==> src/krt_pkg.sv <==
// Shared types, codes and helpers for the keepalive request tracker.
package krt_pkg;

    localparam int REC_DEFAULT = 8;
    localparam logic [62:0] TIMEOUT_RESET = 63'd5000000;

    localparam logic [2:0] CMD_START  = 3'd0;
    localparam logic [2:0] CMD_EXPIRE = 3'd1;
    localparam logic [2:0] CMD_RECV   = 3'd2;
    localparam logic [2:0] CMD_READ   = 3'd3;
    localparam logic [2:0] CMD_CLEAR  = 3'd4;

    localparam logic [2:0] ST_EMPTY     = 3'd0;
    localparam logic [2:0] ST_PENDING   = 3'd1;
    localparam logic [2:0] ST_TIMED_OUT = 3'd2;
    localparam logic [2:0] ST_MATCHED   = 3'd3;
    localparam logic [2:0] ST_LATE      = 3'd4;

    localparam logic [2:0] RES_OK      = 3'd0;
    localparam logic [2:0] RES_NO_SLOT = 3'd1;
    localparam logic [2:0] RES_MATCHED = 3'd2;
    localparam logic [2:0] RES_LATE    = 3'd3;
    localparam logic [2:0] RES_DUP     = 3'd4;
    localparam logic [2:0] RES_UNKNOWN = 3'd5;
    localparam logic [2:0] RES_REGRESS = 3'd6;

    localparam int STAT_COUNT = 10;
    localparam logic [3:0] SI_TX      = 4'd0;
    localparam logic [3:0] SI_RX      = 4'd1;
    localparam logic [3:0] SI_RESP    = 4'd2;
    localparam logic [3:0] SI_TIMEOUT = 4'd3;
    localparam logic [3:0] SI_LATE    = 4'd4;
    localparam logic [3:0] SI_DUP     = 4'd5;
    localparam logic [3:0] SI_UNKNOWN = 4'd6;
    localparam logic [3:0] SI_REGRESS = 4'd7;
    localparam logic [3:0] SI_TOTAL   = 4'd8;
    localparam logic [3:0] SI_LAST    = 4'd9;
    localparam logic [3:0] SI_PENDING = 4'd10;
    localparam logic [3:0] SI_AVERAGE = 4'd11;

    localparam logic [3:0] M_IDLE   = 4'd0;
    localparam logic [3:0] M_LOAD   = 4'd1;
    localparam logic [3:0] M_DISP   = 4'd2;
    localparam logic [3:0] M_PICK   = 4'd3;
    localparam logic [3:0] M_IDS    = 4'd4;
    localparam logic [3:0] M_WR     = 4'd5;
    localparam logic [3:0] M_NOSLOT = 4'd6;
    localparam logic [3:0] M_EXP    = 4'd7;
    localparam logic [3:0] M_FIND   = 4'd8;
    localparam logic [3:0] M_RCV    = 4'd9;
    localparam logic [3:0] M_DIV    = 4'd10;
    localparam logic [3:0] M_FIN    = 4'd11;

    typedef struct packed {
        logic [2:0]  cmd;
        logic [63:0] now_us;
        logic [31:0] reply_id;
        logic [3:0]  stat_index;
    } krt_in_t;

    typedef struct packed {
        logic [2:0]  status;
        logic [31:0] assigned_id;
        logic [62:0] rtt_us;
        logic [63:0] stat_value;
    } krt_out_t;

    typedef struct packed {
        logic [3:0] mode;
    } krt_ctl_t;

    typedef struct packed {
        logic       idx_last;
        logic       id_hit;
        logic       rid_hit;
        logic       slot_ok;
        logic       div_last;
        logic       out_free;
        logic [2:0] cmd;
        logic       avg_sel;
    } krt_sts_t;

    function automatic logic [63:0] sat_inc(input logic [63:0] v);
        return (v == '1) ? v : v + 64'd1;
    endfunction

    function automatic logic [63:0] sat_add(input logic [63:0] a, input logic [63:0] b);
        logic [64:0] s;
        s = {1'b0, a} + {1'b0, b};
        return s[64] ? '1 : s[63:0];
    endfunction

    function automatic logic [31:0] next_nz(input logic [31:0] v);
        return (v == 32'hFFFF_FFFF) ? 32'd1 : v + 32'd1;
    endfunction

endpackage

==> src/krt_controller.sv <==
// Sequencer that steps the datapath through each command's scan phases.
module krt_controller (
    input  logic              aclk,
    input  logic              aresetn,
    input  logic              s_valid,
    output logic              s_ready,
    input  krt_pkg::krt_sts_t sts,
    output krt_pkg::krt_ctl_t ctl
);
    import krt_pkg::*;

    localparam logic [3:0] S_IDLE   = 4'd0;
    localparam logic [3:0] S_DISP   = 4'd1;
    localparam logic [3:0] S_PICK   = 4'd2;
    localparam logic [3:0] S_IDS    = 4'd3;
    localparam logic [3:0] S_WR     = 4'd4;
    localparam logic [3:0] S_NOSLOT = 4'd5;
    localparam logic [3:0] S_EXP    = 4'd6;
    localparam logic [3:0] S_FIND   = 4'd7;
    localparam logic [3:0] S_RCV    = 4'd8;
    localparam logic [3:0] S_DIV    = 4'd9;
    localparam logic [3:0] S_FIN    = 4'd10;

    logic [3:0] state_reg, state_next;

    assign s_ready = (state_reg == S_IDLE);

    always_comb begin
        state_next = state_reg;
        ctl.mode = M_IDLE;
        case (state_reg)
            S_IDLE: begin
                if (s_valid) begin
                    ctl.mode = M_LOAD;
                    state_next = S_DISP;
                end
            end
            S_DISP: begin
                ctl.mode = M_DISP;
                case (sts.cmd)
                    CMD_START:  state_next = S_PICK;
                    CMD_EXPIRE: state_next = S_EXP;
                    CMD_RECV:   state_next = S_EXP;
                    CMD_READ:   state_next = sts.avg_sel ? S_DIV : S_FIN;
                    default:    state_next = S_FIN;
                endcase
            end
            S_PICK: begin
                ctl.mode = M_PICK;
                if (sts.idx_last) state_next = sts.slot_ok ? S_IDS : S_NOSLOT;
            end
            S_IDS: begin
                ctl.mode = M_IDS;
                if (!sts.id_hit && sts.idx_last) state_next = S_WR;
            end
            S_WR: begin
                ctl.mode = M_WR;
                state_next = S_FIN;
            end
            S_NOSLOT: begin
                ctl.mode = M_NOSLOT;
                state_next = S_FIN;
            end
            S_EXP: begin
                ctl.mode = M_EXP;
                if (sts.idx_last) state_next = (sts.cmd == CMD_RECV) ? S_FIND : S_FIN;
            end
            S_FIND: begin
                ctl.mode = M_FIND;
                if (sts.rid_hit || sts.idx_last) state_next = S_RCV;
            end
            S_RCV: begin
                ctl.mode = M_RCV;
                state_next = S_FIN;
            end
            S_DIV: begin
                ctl.mode = M_DIV;
                if (sts.div_last) state_next = S_FIN;
            end
            S_FIN: begin
                ctl.mode = M_FIN;
                if (sts.out_free) state_next = S_IDLE;
            end
            default: state_next = S_IDLE;
        endcase
    end

    always_ff @(posedge aclk) begin
        if (!aresetn) begin
            state_reg <= S_IDLE;
        end else begin
            state_reg <= state_next;
        end
    end

endmodule

==> src/krt_datapath.sv <==
// Record table, statistics, average divider and result register.
module krt_datapath #(
    parameter int RECORDS = krt_pkg::REC_DEFAULT
) (
    input  logic              aclk,
    input  logic              aresetn,
    input  krt_pkg::krt_ctl_t ctl,
    output krt_pkg::krt_sts_t sts,
    input  krt_pkg::krt_in_t  s_data,
    input  logic              cfg_wr_en,
    input  logic [62:0]       cfg_wr_data,
    output logic              m_valid,
    input  logic              m_ready,
    output krt_pkg::krt_out_t m_data
);
    import krt_pkg::*;

    localparam int IW = (RECORDS > 1) ? $clog2(RECORDS) : 1;
    localparam int PW = $clog2(RECORDS + 1);
    localparam logic [IW-1:0] IDX_LAST = IW'(RECORDS - 1);

    krt_in_t     in_reg;
    logic [31:0] rec_id_reg    [RECORDS];
    logic [63:0] rec_start_reg [RECORDS];
    logic [2:0]  rec_st_reg    [RECORDS];
    logic [31:0] rec_age_reg   [RECORDS];
    logic [63:0] stat_reg      [STAT_COUNT];
    logic [IW-1:0] idx_reg, slot_reg, fidx_reg;
    logic [31:0] last_id_reg, age_reg, cand_reg, best_age_reg;
    logic [PW-1:0] pend_reg;
    logic [62:0] timeout_reg;
    logic        empty_found_reg, slot_ok_reg, found_reg;
    logic [2:0]  fst_reg;
    logic [63:0] fd_reg;
    logic [63:0] q_reg;
    logic [64:0] rem_reg;
    logic [5:0]  cnt_reg;
    krt_out_t    res_reg;
    logic        m_valid_reg;
    krt_out_t    m_data_reg;

    logic [2:0]  cur_st;
    logic [63:0] d;
    logic        exp_hit, id_hit, rid_hit, idx_last, out_free;
    logic [31:0] age_inc;
    logic [IW-1:0] idx_next;
    logic        st_we;
    logic [IW-1:0] st_widx;
    logic [2:0]  st_wval;
    logic [64:0] rem_sh;
    logic        div_ge;
    logic [63:0] q_next;
    logic [64:0] rem_next;

    assign cur_st   = rec_st_reg[idx_reg];
    assign d        = in_reg.now_us - rec_start_reg[idx_reg];
    assign exp_hit  = (cur_st == ST_PENDING) && !d[63] && (d >= {1'b0, timeout_reg});
    assign id_hit   = (cur_st != ST_EMPTY) && (rec_id_reg[idx_reg] == cand_reg);
    assign rid_hit  = (cur_st != ST_EMPTY) && (rec_id_reg[idx_reg] == in_reg.reply_id);
    assign idx_last = (idx_reg == IDX_LAST);
    assign idx_next = idx_last ? '0 : idx_reg + 1'b1;
    assign age_inc  = next_nz(age_reg);
    assign out_free = !m_valid_reg || m_ready;

    assign rem_sh   = {rem_reg[63:0], q_reg[63]};
    assign div_ge   = rem_sh >= {1'b0, stat_reg[SI_RX]};
    assign rem_next = div_ge ? rem_sh - {1'b0, stat_reg[SI_RX]} : rem_sh;
    assign q_next   = {q_reg[62:0], div_ge};

    assign sts.idx_last = idx_last;
    assign sts.id_hit   = id_hit;
    assign sts.rid_hit  = rid_hit;
    assign sts.slot_ok  = slot_ok_reg || (cur_st != ST_PENDING);
    assign sts.div_last = (cnt_reg == 6'd63);
    assign sts.out_free = out_free;
    assign sts.cmd      = in_reg.cmd;
    assign sts.avg_sel  = (in_reg.stat_index == SI_AVERAGE);

    assign m_valid = m_valid_reg;
    assign m_data  = m_data_reg;

    // Record state writes: one record per cycle at most.
    always_comb begin
        st_we   = 1'b0;
        st_widx = idx_reg;
        st_wval = ST_PENDING;
        case (ctl.mode)
            M_WR: begin
                st_we   = 1'b1;
                st_widx = slot_reg;
            end
            M_EXP: begin
                st_we   = exp_hit;
                st_wval = ST_TIMED_OUT;
            end
            M_RCV: begin
                st_widx = fidx_reg;
                if (found_reg && fst_reg == ST_PENDING && !fd_reg[63]) begin
                    st_we   = 1'b1;
                    st_wval = ST_MATCHED;
                end else if (found_reg && fst_reg == ST_TIMED_OUT) begin
                    st_we   = 1'b1;
                    st_wval = ST_LATE;
                end
            end
            default: st_we = 1'b0;
        endcase
    end

    always_ff @(posedge aclk) begin
        if (!aresetn) begin
            for (int i = 0; i < RECORDS; i++) rec_st_reg[i] <= ST_EMPTY;
            for (int k = 0; k < STAT_COUNT; k++) stat_reg[k] <= '0;
            last_id_reg <= '0;
            age_reg     <= '0;
            pend_reg    <= '0;
            timeout_reg <= TIMEOUT_RESET;
            m_valid_reg <= 1'b0;
        end else begin
            if (cfg_wr_en) timeout_reg <= cfg_wr_data;
            if (st_we) begin
                rec_st_reg[st_widx] <= st_wval;
                age_reg <= age_inc;
            end
            case (ctl.mode)
                M_LOAD: begin
                    if (s_data.cmd == CMD_CLEAR) begin
                        for (int i = 0; i < RECORDS; i++) rec_st_reg[i] <= ST_EMPTY;
                        for (int k = 0; k < STAT_COUNT; k++) stat_reg[k] <= '0;
                        last_id_reg <= '0;
                        age_reg     <= '0;
                        pend_reg    <= '0;
                    end
                end
                M_WR: begin
                    last_id_reg <= cand_reg;
                    pend_reg    <= pend_reg + 1'b1;
                    stat_reg[SI_TX] <= sat_inc(stat_reg[SI_TX]);
                end
                M_EXP: begin
                    if (exp_hit) begin
                        if (pend_reg != '0) pend_reg <= pend_reg - 1'b1;
                        stat_reg[SI_TIMEOUT] <= sat_inc(stat_reg[SI_TIMEOUT]);
                    end
                end
                M_RCV: begin
                    if (!found_reg) begin
                        stat_reg[SI_UNKNOWN] <= sat_inc(stat_reg[SI_UNKNOWN]);
                    end else if (fst_reg == ST_PENDING) begin
                        if (fd_reg[63]) begin
                            stat_reg[SI_REGRESS] <= sat_inc(stat_reg[SI_REGRESS]);
                        end else begin
                            if (pend_reg != '0) pend_reg <= pend_reg - 1'b1;
                            stat_reg[SI_RX]    <= sat_inc(stat_reg[SI_RX]);
                            stat_reg[SI_RESP]  <= sat_inc(stat_reg[SI_RESP]);
                            stat_reg[SI_TOTAL] <= sat_add(stat_reg[SI_TOTAL], fd_reg);
                            stat_reg[SI_LAST]  <= fd_reg;
                        end
                    end else if (fst_reg == ST_TIMED_OUT) begin
                        stat_reg[SI_LATE] <= sat_inc(stat_reg[SI_LATE]);
                        stat_reg[SI_RESP] <= sat_inc(stat_reg[SI_RESP]);
                    end else begin
                        stat_reg[SI_DUP] <= sat_inc(stat_reg[SI_DUP]);
                    end
                end
                default: ;
            endcase
            if (ctl.mode == M_FIN && out_free) m_valid_reg <= 1'b1;
            else if (m_ready) m_valid_reg <= 1'b0;
        end
    end

    // Payload: record fields, scan trackers, divider and result.
    always_ff @(posedge aclk) begin
        if (st_we) rec_age_reg[st_widx] <= age_inc;
        if (ctl.mode == M_FIN && out_free) m_data_reg <= res_reg;
        case (ctl.mode)
            M_LOAD: begin
                in_reg          <= s_data;
                idx_reg         <= '0;
                empty_found_reg <= 1'b0;
                slot_ok_reg     <= 1'b0;
                found_reg       <= 1'b0;
                res_reg         <= '0;
                q_reg           <= stat_reg[SI_TOTAL];
                rem_reg         <= '0;
                cnt_reg         <= '0;
                if (s_data.cmd == CMD_READ) begin
                    if (s_data.stat_index < SI_PENDING)
                        res_reg.stat_value <= stat_reg[s_data.stat_index];
                    else if (s_data.stat_index == SI_PENDING)
                        res_reg.stat_value <= 64'(pend_reg);
                end
            end
            M_PICK: begin
                cand_reg <= next_nz(last_id_reg);
                idx_reg  <= idx_next;
                if (!empty_found_reg) begin
                    if (cur_st == ST_EMPTY) begin
                        empty_found_reg <= 1'b1;
                        slot_ok_reg     <= 1'b1;
                        slot_reg        <= idx_reg;
                    end else if (cur_st != ST_PENDING &&
                                 (!slot_ok_reg || rec_age_reg[idx_reg] < best_age_reg)) begin
                        slot_ok_reg  <= 1'b1;
                        slot_reg     <= idx_reg;
                        best_age_reg <= rec_age_reg[idx_reg];
                    end
                end
            end
            M_IDS: begin
                // restart the scan with the next id on a collision
                if (id_hit) begin
                    cand_reg <= next_nz(cand_reg);
                    idx_reg  <= '0;
                end else begin
                    idx_reg <= idx_next;
                end
            end
            M_WR: begin
                rec_id_reg[slot_reg]    <= cand_reg;
                rec_start_reg[slot_reg] <= in_reg.now_us;
                res_reg.assigned_id     <= cand_reg;
            end
            M_NOSLOT: res_reg.status <= RES_NO_SLOT;
            M_EXP:    idx_reg <= idx_next;
            M_FIND: begin
                idx_reg <= idx_next;
                if (rid_hit) begin
                    found_reg <= 1'b1;
                    fidx_reg  <= idx_reg;
                    fst_reg   <= cur_st;
                    fd_reg    <= d;
                end
            end
            M_RCV: begin
                if (!found_reg) begin
                    res_reg.status <= RES_UNKNOWN;
                end else if (fst_reg == ST_PENDING) begin
                    if (fd_reg[63]) begin
                        res_reg.status <= RES_REGRESS;
                    end else begin
                        res_reg.status <= RES_MATCHED;
                        res_reg.rtt_us <= fd_reg[62:0];
                    end
                end else if (fst_reg == ST_TIMED_OUT) begin
                    res_reg.status <= RES_LATE;
                end else begin
                    res_reg.status <= RES_DUP;
                end
            end
            M_DIV: begin
                q_reg   <= q_next;
                rem_reg <= rem_next;
                cnt_reg <= cnt_reg + 6'd1;
                if (cnt_reg == 6'd63)
                    res_reg.stat_value <= (stat_reg[SI_RX] == '0) ? '0 : q_next;
            end
            default: ;
        endcase
    end

endmodule

==> src/keepalive_request_tracker_unit.sv <==
// Top level of the keepalive request tracker: controller plus datapath.
//
//  channel  ports                        payload
//  input    s_valid / s_ready / s_data   krt_in_t  (cmd, now_us, reply_id, stat_index)
//  result   m_valid / m_ready / m_data   krt_out_t (status, assigned_id, rtt_us, stat_value)
//  config   cfg_wr_en / cfg_wr_data      timeout_us, 63 bits
//
// One command at a time. Start scans for a slot, then scans the ids, restarting on each
// collision, with records scanned one per cycle through a single table read port; expire
// makes one expiry scan; receive makes the expiry scan and then a search for the reply id;
// the average read runs a 64-step restoring divider. A finished result waits in the output
// register; the next command is taken while it waits, and a second result holds until it
// is taken. aresetn is synchronous, active low, and empties the table at once.
module keepalive_request_tracker_unit #(
    parameter int RECORDS = krt_pkg::REC_DEFAULT
) (
    input  logic              aclk,
    input  logic              aresetn,
    input  logic              s_valid,
    output logic              s_ready,
    input  krt_pkg::krt_in_t  s_data,
    output logic              m_valid,
    input  logic              m_ready,
    output krt_pkg::krt_out_t m_data,
    input  logic              cfg_wr_en,
    input  logic [62:0]       cfg_wr_data
);
    import krt_pkg::*;

    krt_ctl_t ctl;
    krt_sts_t sts;

    krt_controller u_ctrl (
        .aclk    (aclk),
        .aresetn (aresetn),
        .s_valid (s_valid),
        .s_ready (s_ready),
        .sts     (sts),
        .ctl     (ctl)
    );

    krt_datapath #(.RECORDS(RECORDS)) u_dp (
        .aclk        (aclk),
        .aresetn     (aresetn),
        .ctl         (ctl),
        .sts         (sts),
        .s_data      (s_data),
        .cfg_wr_en   (cfg_wr_en),
        .cfg_wr_data (cfg_wr_data),
        .m_valid     (m_valid),
        .m_ready     (m_ready),
        .m_data      (m_data)
    );

endmodule

==> config.mk <==
export PLATFORM = sky130hd
export DESIGN_NAME = keepalive_request_tracker_unit
export DESIGN_NICKNAME = d
export VERILOG_FILES = /design/src/krt_pkg.sv /design/src/krt_controller.sv /design/src/krt_datapath.sv /design/src/keepalive_request_tracker_unit.sv
export SDC_FILE = /design/constraint.sdc
export NUM_CORES = 2
export LEC_CHECK = 0
export BUFFER_PORTS_ARGS = -buffer_cell sky130_fd_sc_hd__buf_2
export CELL_PAD_IN_SITES_DETAIL_PLACEMENT = 1
export CELL_PAD_IN_SITES_GLOBAL_PLACEMENT = 1
export CORE_MARGIN = 4
export CORE_UTILIZATION = 45
export CTS_CLUSTER_SIZE = 16
export DETAILED_ROUTE_END_ITERATION = 16
export HOLD_SLACK_MARGIN = 0.02
export MAX_ROUTING_LAYER = met4
export PLACE_DENSITY = 0.71
export SYNTH_ARGS = -nofsm -noshare
export SYNTH_HDL_FRONTEND = slang
export SYNTH_SLANG_ARGS = --single-unit
==> constraint.sdc <==
create_clock -name aclk -period 25.5 [get_ports aclk]
set_input_delay 1.275 -clock aclk [delete_from_list [all_inputs] [get_ports aclk]]
set_output_delay 1.275 -clock aclk [all_outputs]
set_load 0.05 [all_outputs]
== Yosys cells after proc, flatten, opt, wreduce, memory -nomap -nowiden ==
Memories as Yosys holds them, arrays and structs flattened. A register that Yosys moved wholly into a read port is not among the register bits.
Cells that the tools add are included.
Word-level totals
  memories: 5
  input bits: 171
  RAM bits: 1688
  logic and storage cells: 367
  flip-flop bits (word level): 840
  output and inout port bits: 164
Memories
  u_dp.stat_reg: words 10, bits a word 64, rd ports 10, clocked after Yosys merged registers in 0, write ports 10, RTL line krt_datapath.sv:27  | logic [63:0] stat_reg [STAT_COUNT];
  u_dp.rec_start_reg: words 8, bits a word 64, rd ports 1, clocked after Yosys merged registers in 1, write ports 1, RTL line krt_datapath.sv:24  | logic [63:0] rec_start_reg [RECORDS];
  u_dp.rec_age_reg: words 8, bits a word 32, rd ports 1, clocked after Yosys merged registers in 1, write ports 1, RTL line krt_datapath.sv:26  | logic [31:0] rec_age_reg [RECORDS];
  u_dp.rec_id_reg: words 8, bits a word 32, rd ports 1, clocked after Yosys merged registers in 1, write ports 1, RTL line krt_datapath.sv:23  | logic [31:0] rec_id_reg [RECORDS];
  u_dp.rec_st_reg: words 8, bits a word 3, rd ports 1, clocked after Yosys merged registers in 1, write ports 8, RTL line krt_datapath.sv:25  | logic [2:0] rec_st_reg [RECORDS];
Cells by class
  order comparisons: 4
  eq/ne operators: 63
  reduce and logical (&&, ||, !) cells: 51
  $add $sub $neg: 18
  bitwise gates (word level): 31
  muxes and demuxes: 164
Operators with widths (count)
  2-to-1 mux 64 bit: 35
  adder 64 x 1 -> 64 bit (second input constant): 8
  equality test 64 bit (second input constant): 8
  one-hot mux 64 bit (2 select lines): 3
  2-to-1 mux 32 bit: 8
  one-hot mux 32 bit (2 select lines): 3
  2-to-1 mux 63 bit: 3
  subtractor 64 bit: 2
  one-hot mux 63 bit (2 select lines): 1
  adder 32 x 1 -> 32 bit (second input constant): 3
  equality test 32 bit (second input constant): 3
  2-to-1 mux 3 bit: 25
  adder 64 x 64 -> 65 bit: 1
  >= comparator 65 x 64 -> 1 bit: 1
  equality test 32 bit: 2
  >= comparator 64 x 63 -> 1 bit: 1
  logical NOT 64 bit: 1
  2-to-1 mux 4 bit: 15
  2-to-1 mux 1 bit: 57
  one-hot mux 4 bit (11 select lines): 1
  equality test 4 bit (second input constant): 9
  one-hot mux 4 bit (9 select lines): 1
  equality test 4 x 3 -> 1 bit (second input constant): 8
  < comparator 32 bit: 1
  other kinds (39): 131

== Logic depth before layout (Yosys ltp) ==
  word-level depth: 10
  gate-level depth with buffers: 34
  mapped depth without buffers: 26

== Cells and area by module ==
A second synthesis with hierarchy kept.
Unflattened totals
  cells, all modules: 9232
  area, all modules: 122269.8 µm²
Modules (own cells, without submodules)
  krt_datapath: area each 121760.5 µm², seq. area each 74531.5 µm², cells each 9168, instances 1
  krt_controller: area each 509.2 µm², seq. area each 80.1 µm², cells each 64, instances 1

== Worst setup path after synthesis ==
No wires, ideal clock.
  path type: input-to-reg
  from: input m_ready
  to: register u_dp.m_data_reg, in the netlist u_dp.m_data[0] (enable)
  data required time: 24618 ps
  buffers on the path: 0
  data arrival time: 12228 ps
  slack: 12390 ps
  setup time: 882 ps
  stages: 2
  cells stage by stage: nor2b_1 -> nor3_1
On the way
  cells in the longest elaborated chain, start to end: 2
RTL lines
  start, declared: RTL line keepalive_request_tracker_unit.sv:23  | input logic m_ready,
  logical OR 1 bit: RTL line krt_datapath.sv:63  | assign out_free = !m_valid_reg || m_ready;
  logical AND 1 bit: RTL line krt_datapath.sv:176  | if (ctl.mode == M_FIN && out_free) m_data_reg <= res_reg;
  end signal, assigned: RTL line krt_datapath.sv:176
  end, declared: RTL line krt_datapath.sv:40  | krt_out_t m_data_reg;
No other way between the ends.
A chain may end at the register's enable or synchronous reset.

==> impl_metrics.json <==
{
  "status": "finished with violations",
  "crit_fanout": 60,
  "synth_top_family_by_area": "simple AND/OR/NAND/NOR gates",
  "final-seq-area_um2": 74600,
  "synthXorXnorAreaFrac_pct": 5.47,
  "first_pass_iters": 6,
  "finalPower_mw": 14.5,
  "finalHoldViolations": 0,
  "io_pins": 335,
  "avgRoutedWirePerCell_um": 28.7,
  "vias": 82700,
  "cp.required_ns": 25.98,
  "die_area_um2": 281000,
  "synth_simple_gate_area_share_pct": 11.9,
  "worstSetupStartpointType": "flop",
  "drc": 0,
  "post_cts_buffers": 0,
  "largest_reg_flops": 640,
  "pre_cts_ws_ns": 13.78,
  "slew-limit-headroom_pct": -0.247,
  "tightest_slew_ns": 1.50,
  "synthToLayoutAreaGrowth_pct": 12.5,
  "clock_path_buffers": 4,
  "clock_latency_ns": 0.91,
  "layout_commonest_cell": "edfxtp_1",
  "tns_ns": 0,
  "vias_per_cell": 6.09,
  "clk_pin_slew_ns": 0.06,
  "synth_cells": 9462,
  "violations": "slew limit",
  "synthesis.nets": 9939,
  "grt_usage_pct": 28.1,
  "layout_setup_ws_ns": 13.78,
  "syn_area_um2": 123000,
  "start_util_pct": 45.3,
  "slew_violations": 12,
  "io_buffers": 334,
  "grt_start_max_net_pins": 126,
  "setup.worst_path.end_class": "flop",
  "period_share_pct": 46.0,
  "syn_area_per_cell_um2": 13.0,
  "async_reset_ff_share_pct": 0,
  "post-route-min-period_ns": 11.72,
  "place_congestion": 0.920,
  "ys_seq_area_share_pct": 60.8,
  "cts_resized": 0,
  "p_leak_nw": 48.3,
  "layout.nets": 10300,
  "yosysWarnings": 0,
  "coreArea_um2": 271000,
  "fin_skew_ns": 0.0784,
  "routed_wl_um": 390000,
  "cts.hold.buffers_added": 0,
  "synth_flop_cell": "edfxtp_1",
  "first_global_vias": 84800,
  "fill_cells": 27300,
  "synth_compound_area_share_pct": 6.76,
  "ys_seq_elements": 2531,
  "finalSetupViolCount": 0,
  "synth_cell_types": 105,
  "antenna_left": 0,
  "cap_violations": 0,
  "synth_fa_ha_area_share_pct": 3.14,
  "timing.hold.ws_ns": 0.403,
  "synth_edf_count": 2392,
  "ir_drop_v": 0.0000816,
  "hold_class": "flop to flop",
  "drtIter0Drc": 8073,
  "die_w_um": 530,
  "overflow": 0,
  "cp.arrival_ns": 12.20,
  "grt_pass1_wl_um": 575000,
  "post-dp-hpwl_um": 276000,
  "synth.area.mux_share_pct": 9.56,
  "multiInputGateArea_um2": 45600,
  "dieHeight_um": 530,
  "root_buffer": "clkbuf_16",
  "numCtsBuffers": 288,
  "htree_levels": 5,
  "critPathKind": "flop to flop",
  "most-common-layout-cells": "edfxtp_1, nor2_1, nand2_1",
  "rsz0062_at_grt": "no",
  "placementRows": 191,
  "drive_gt1_share_pct": 14.3,
  "p_per_area_nw_per_um2": 105,
  "cts_tree": "done",
  "clock.fmax_mhz": 85.3,
  "clock-sinks": 2531,
  "antenna_found_initial": 37
}
[final cells by class]
type,instances,share of cell area (%)
flip-flops and latches,2531,54.1
multi-input cells,6211,33.0
clock buffers,340,5.51
well taps,3570,3.24
repair buffers,463,1.98
clock inverters,169,1.38
inverters,288,0.791
diodes,16,0.0290
[metal layers]
metal	GRT usage, %	up-vias	part of all wire, %
met3	3.27	496	6.7
li1	-	36200	-
met2	44.2	3001	47
met4	7.35	0	2.8
met1	39.1	43000	43
met5	-	-	0
[through the flow]
| stage | cell area (um2) | util [%] | instances |
|---|---|---|---|
| floorplan | 123000 | - | 9462 |
| global placement | 128000 | 47.4 | 13100 |
| detailed placement | 128000 | 47.4 | 13100 |
| CTS | 138000 | 50.9 | 13600 |
| global route | 138000 | 50.9 | 13600 |
| finish | 138000 | 50.9 | 13600 |
[kinds of logic after synthesis]
group | after synthesis
and+or+nand+nor | 3089
muxes | 692
DFF | 2531
buffers and inverters | 720
other | 1
AOI/OAI and AO/OA | 1356
adders and majority gates | 306
xor gates and xnor gates | 767
[report_power, final]
part	internal, mW	switching (mW)	total (mW)
Combinational	1.64	2.79	4.43
Clock	2.50	1.75	4.26
Sequential	5.32	0.462	5.78
[path summary, 6_finish.rpt]
| check | endpoint | startpoint | slack, ns | depth (start not counted) |
|---|---|---|---|---|
| hold reg to reg | u_dp.m_data[48] | u_dp.res_reg[48] | 0.40 | 0 |
| hold / removal | u_dp.m_data[48] | u_dp.res_reg[48] | 0.40 | 0 |
| setup reg to reg | u_dp.rec_age_reg[4][26] | flop | 13.78 | 24 |
| setup / recovery | u_dp.rec_age_reg[4][26] | flop | 13.78 | 24 |
[synth_stat cells, drive strengths merged (111+ instances only)]
cell type	count	area, um2
edfxtp	2392	71800
xor2	411	3600
buf	116	651
ha	302	3780
a21o	112	841
mux2i	239	2430
nand2	892	3350
nor2	928	3490
clkbuf	316	1190
nand4	178	1110
a21oi	471	2370
xnor2	356	3120
dfxtp	139	2780
o21ai	313	1570
nand3	294	1470
mux4	368	8340
inv	287	1080
nor3	111	591
and3	229	1430
[worst max-delay path, stage by stage, from the launching register on]
cell and delay (ns):
dfxtp_4 0.82, buf_4 0.68, buf_4 0.67, buf_4 0.79
mux4_2 0.43, mux2i_1 0.34, ha_1 0.37, nand4_1 0.16
or2_2 0.31, nor3_1 0.31, o211ai_1 0.29, a211o_1 0.38
a31oi_1 0.34, a41oi_1 0.28, o311ai_0 0.64, ha_1 0.24
nand3_1 0.12, nor4_1 0.44, nand3_1 0.12, o21ai_0 0.65
nand4_1 0.19, buf_4 0.25, nand2_1 0.59, nand2_1 0.57
nor2_4 1.04
No activity file was read; power rests on OpenSTA's default activity.
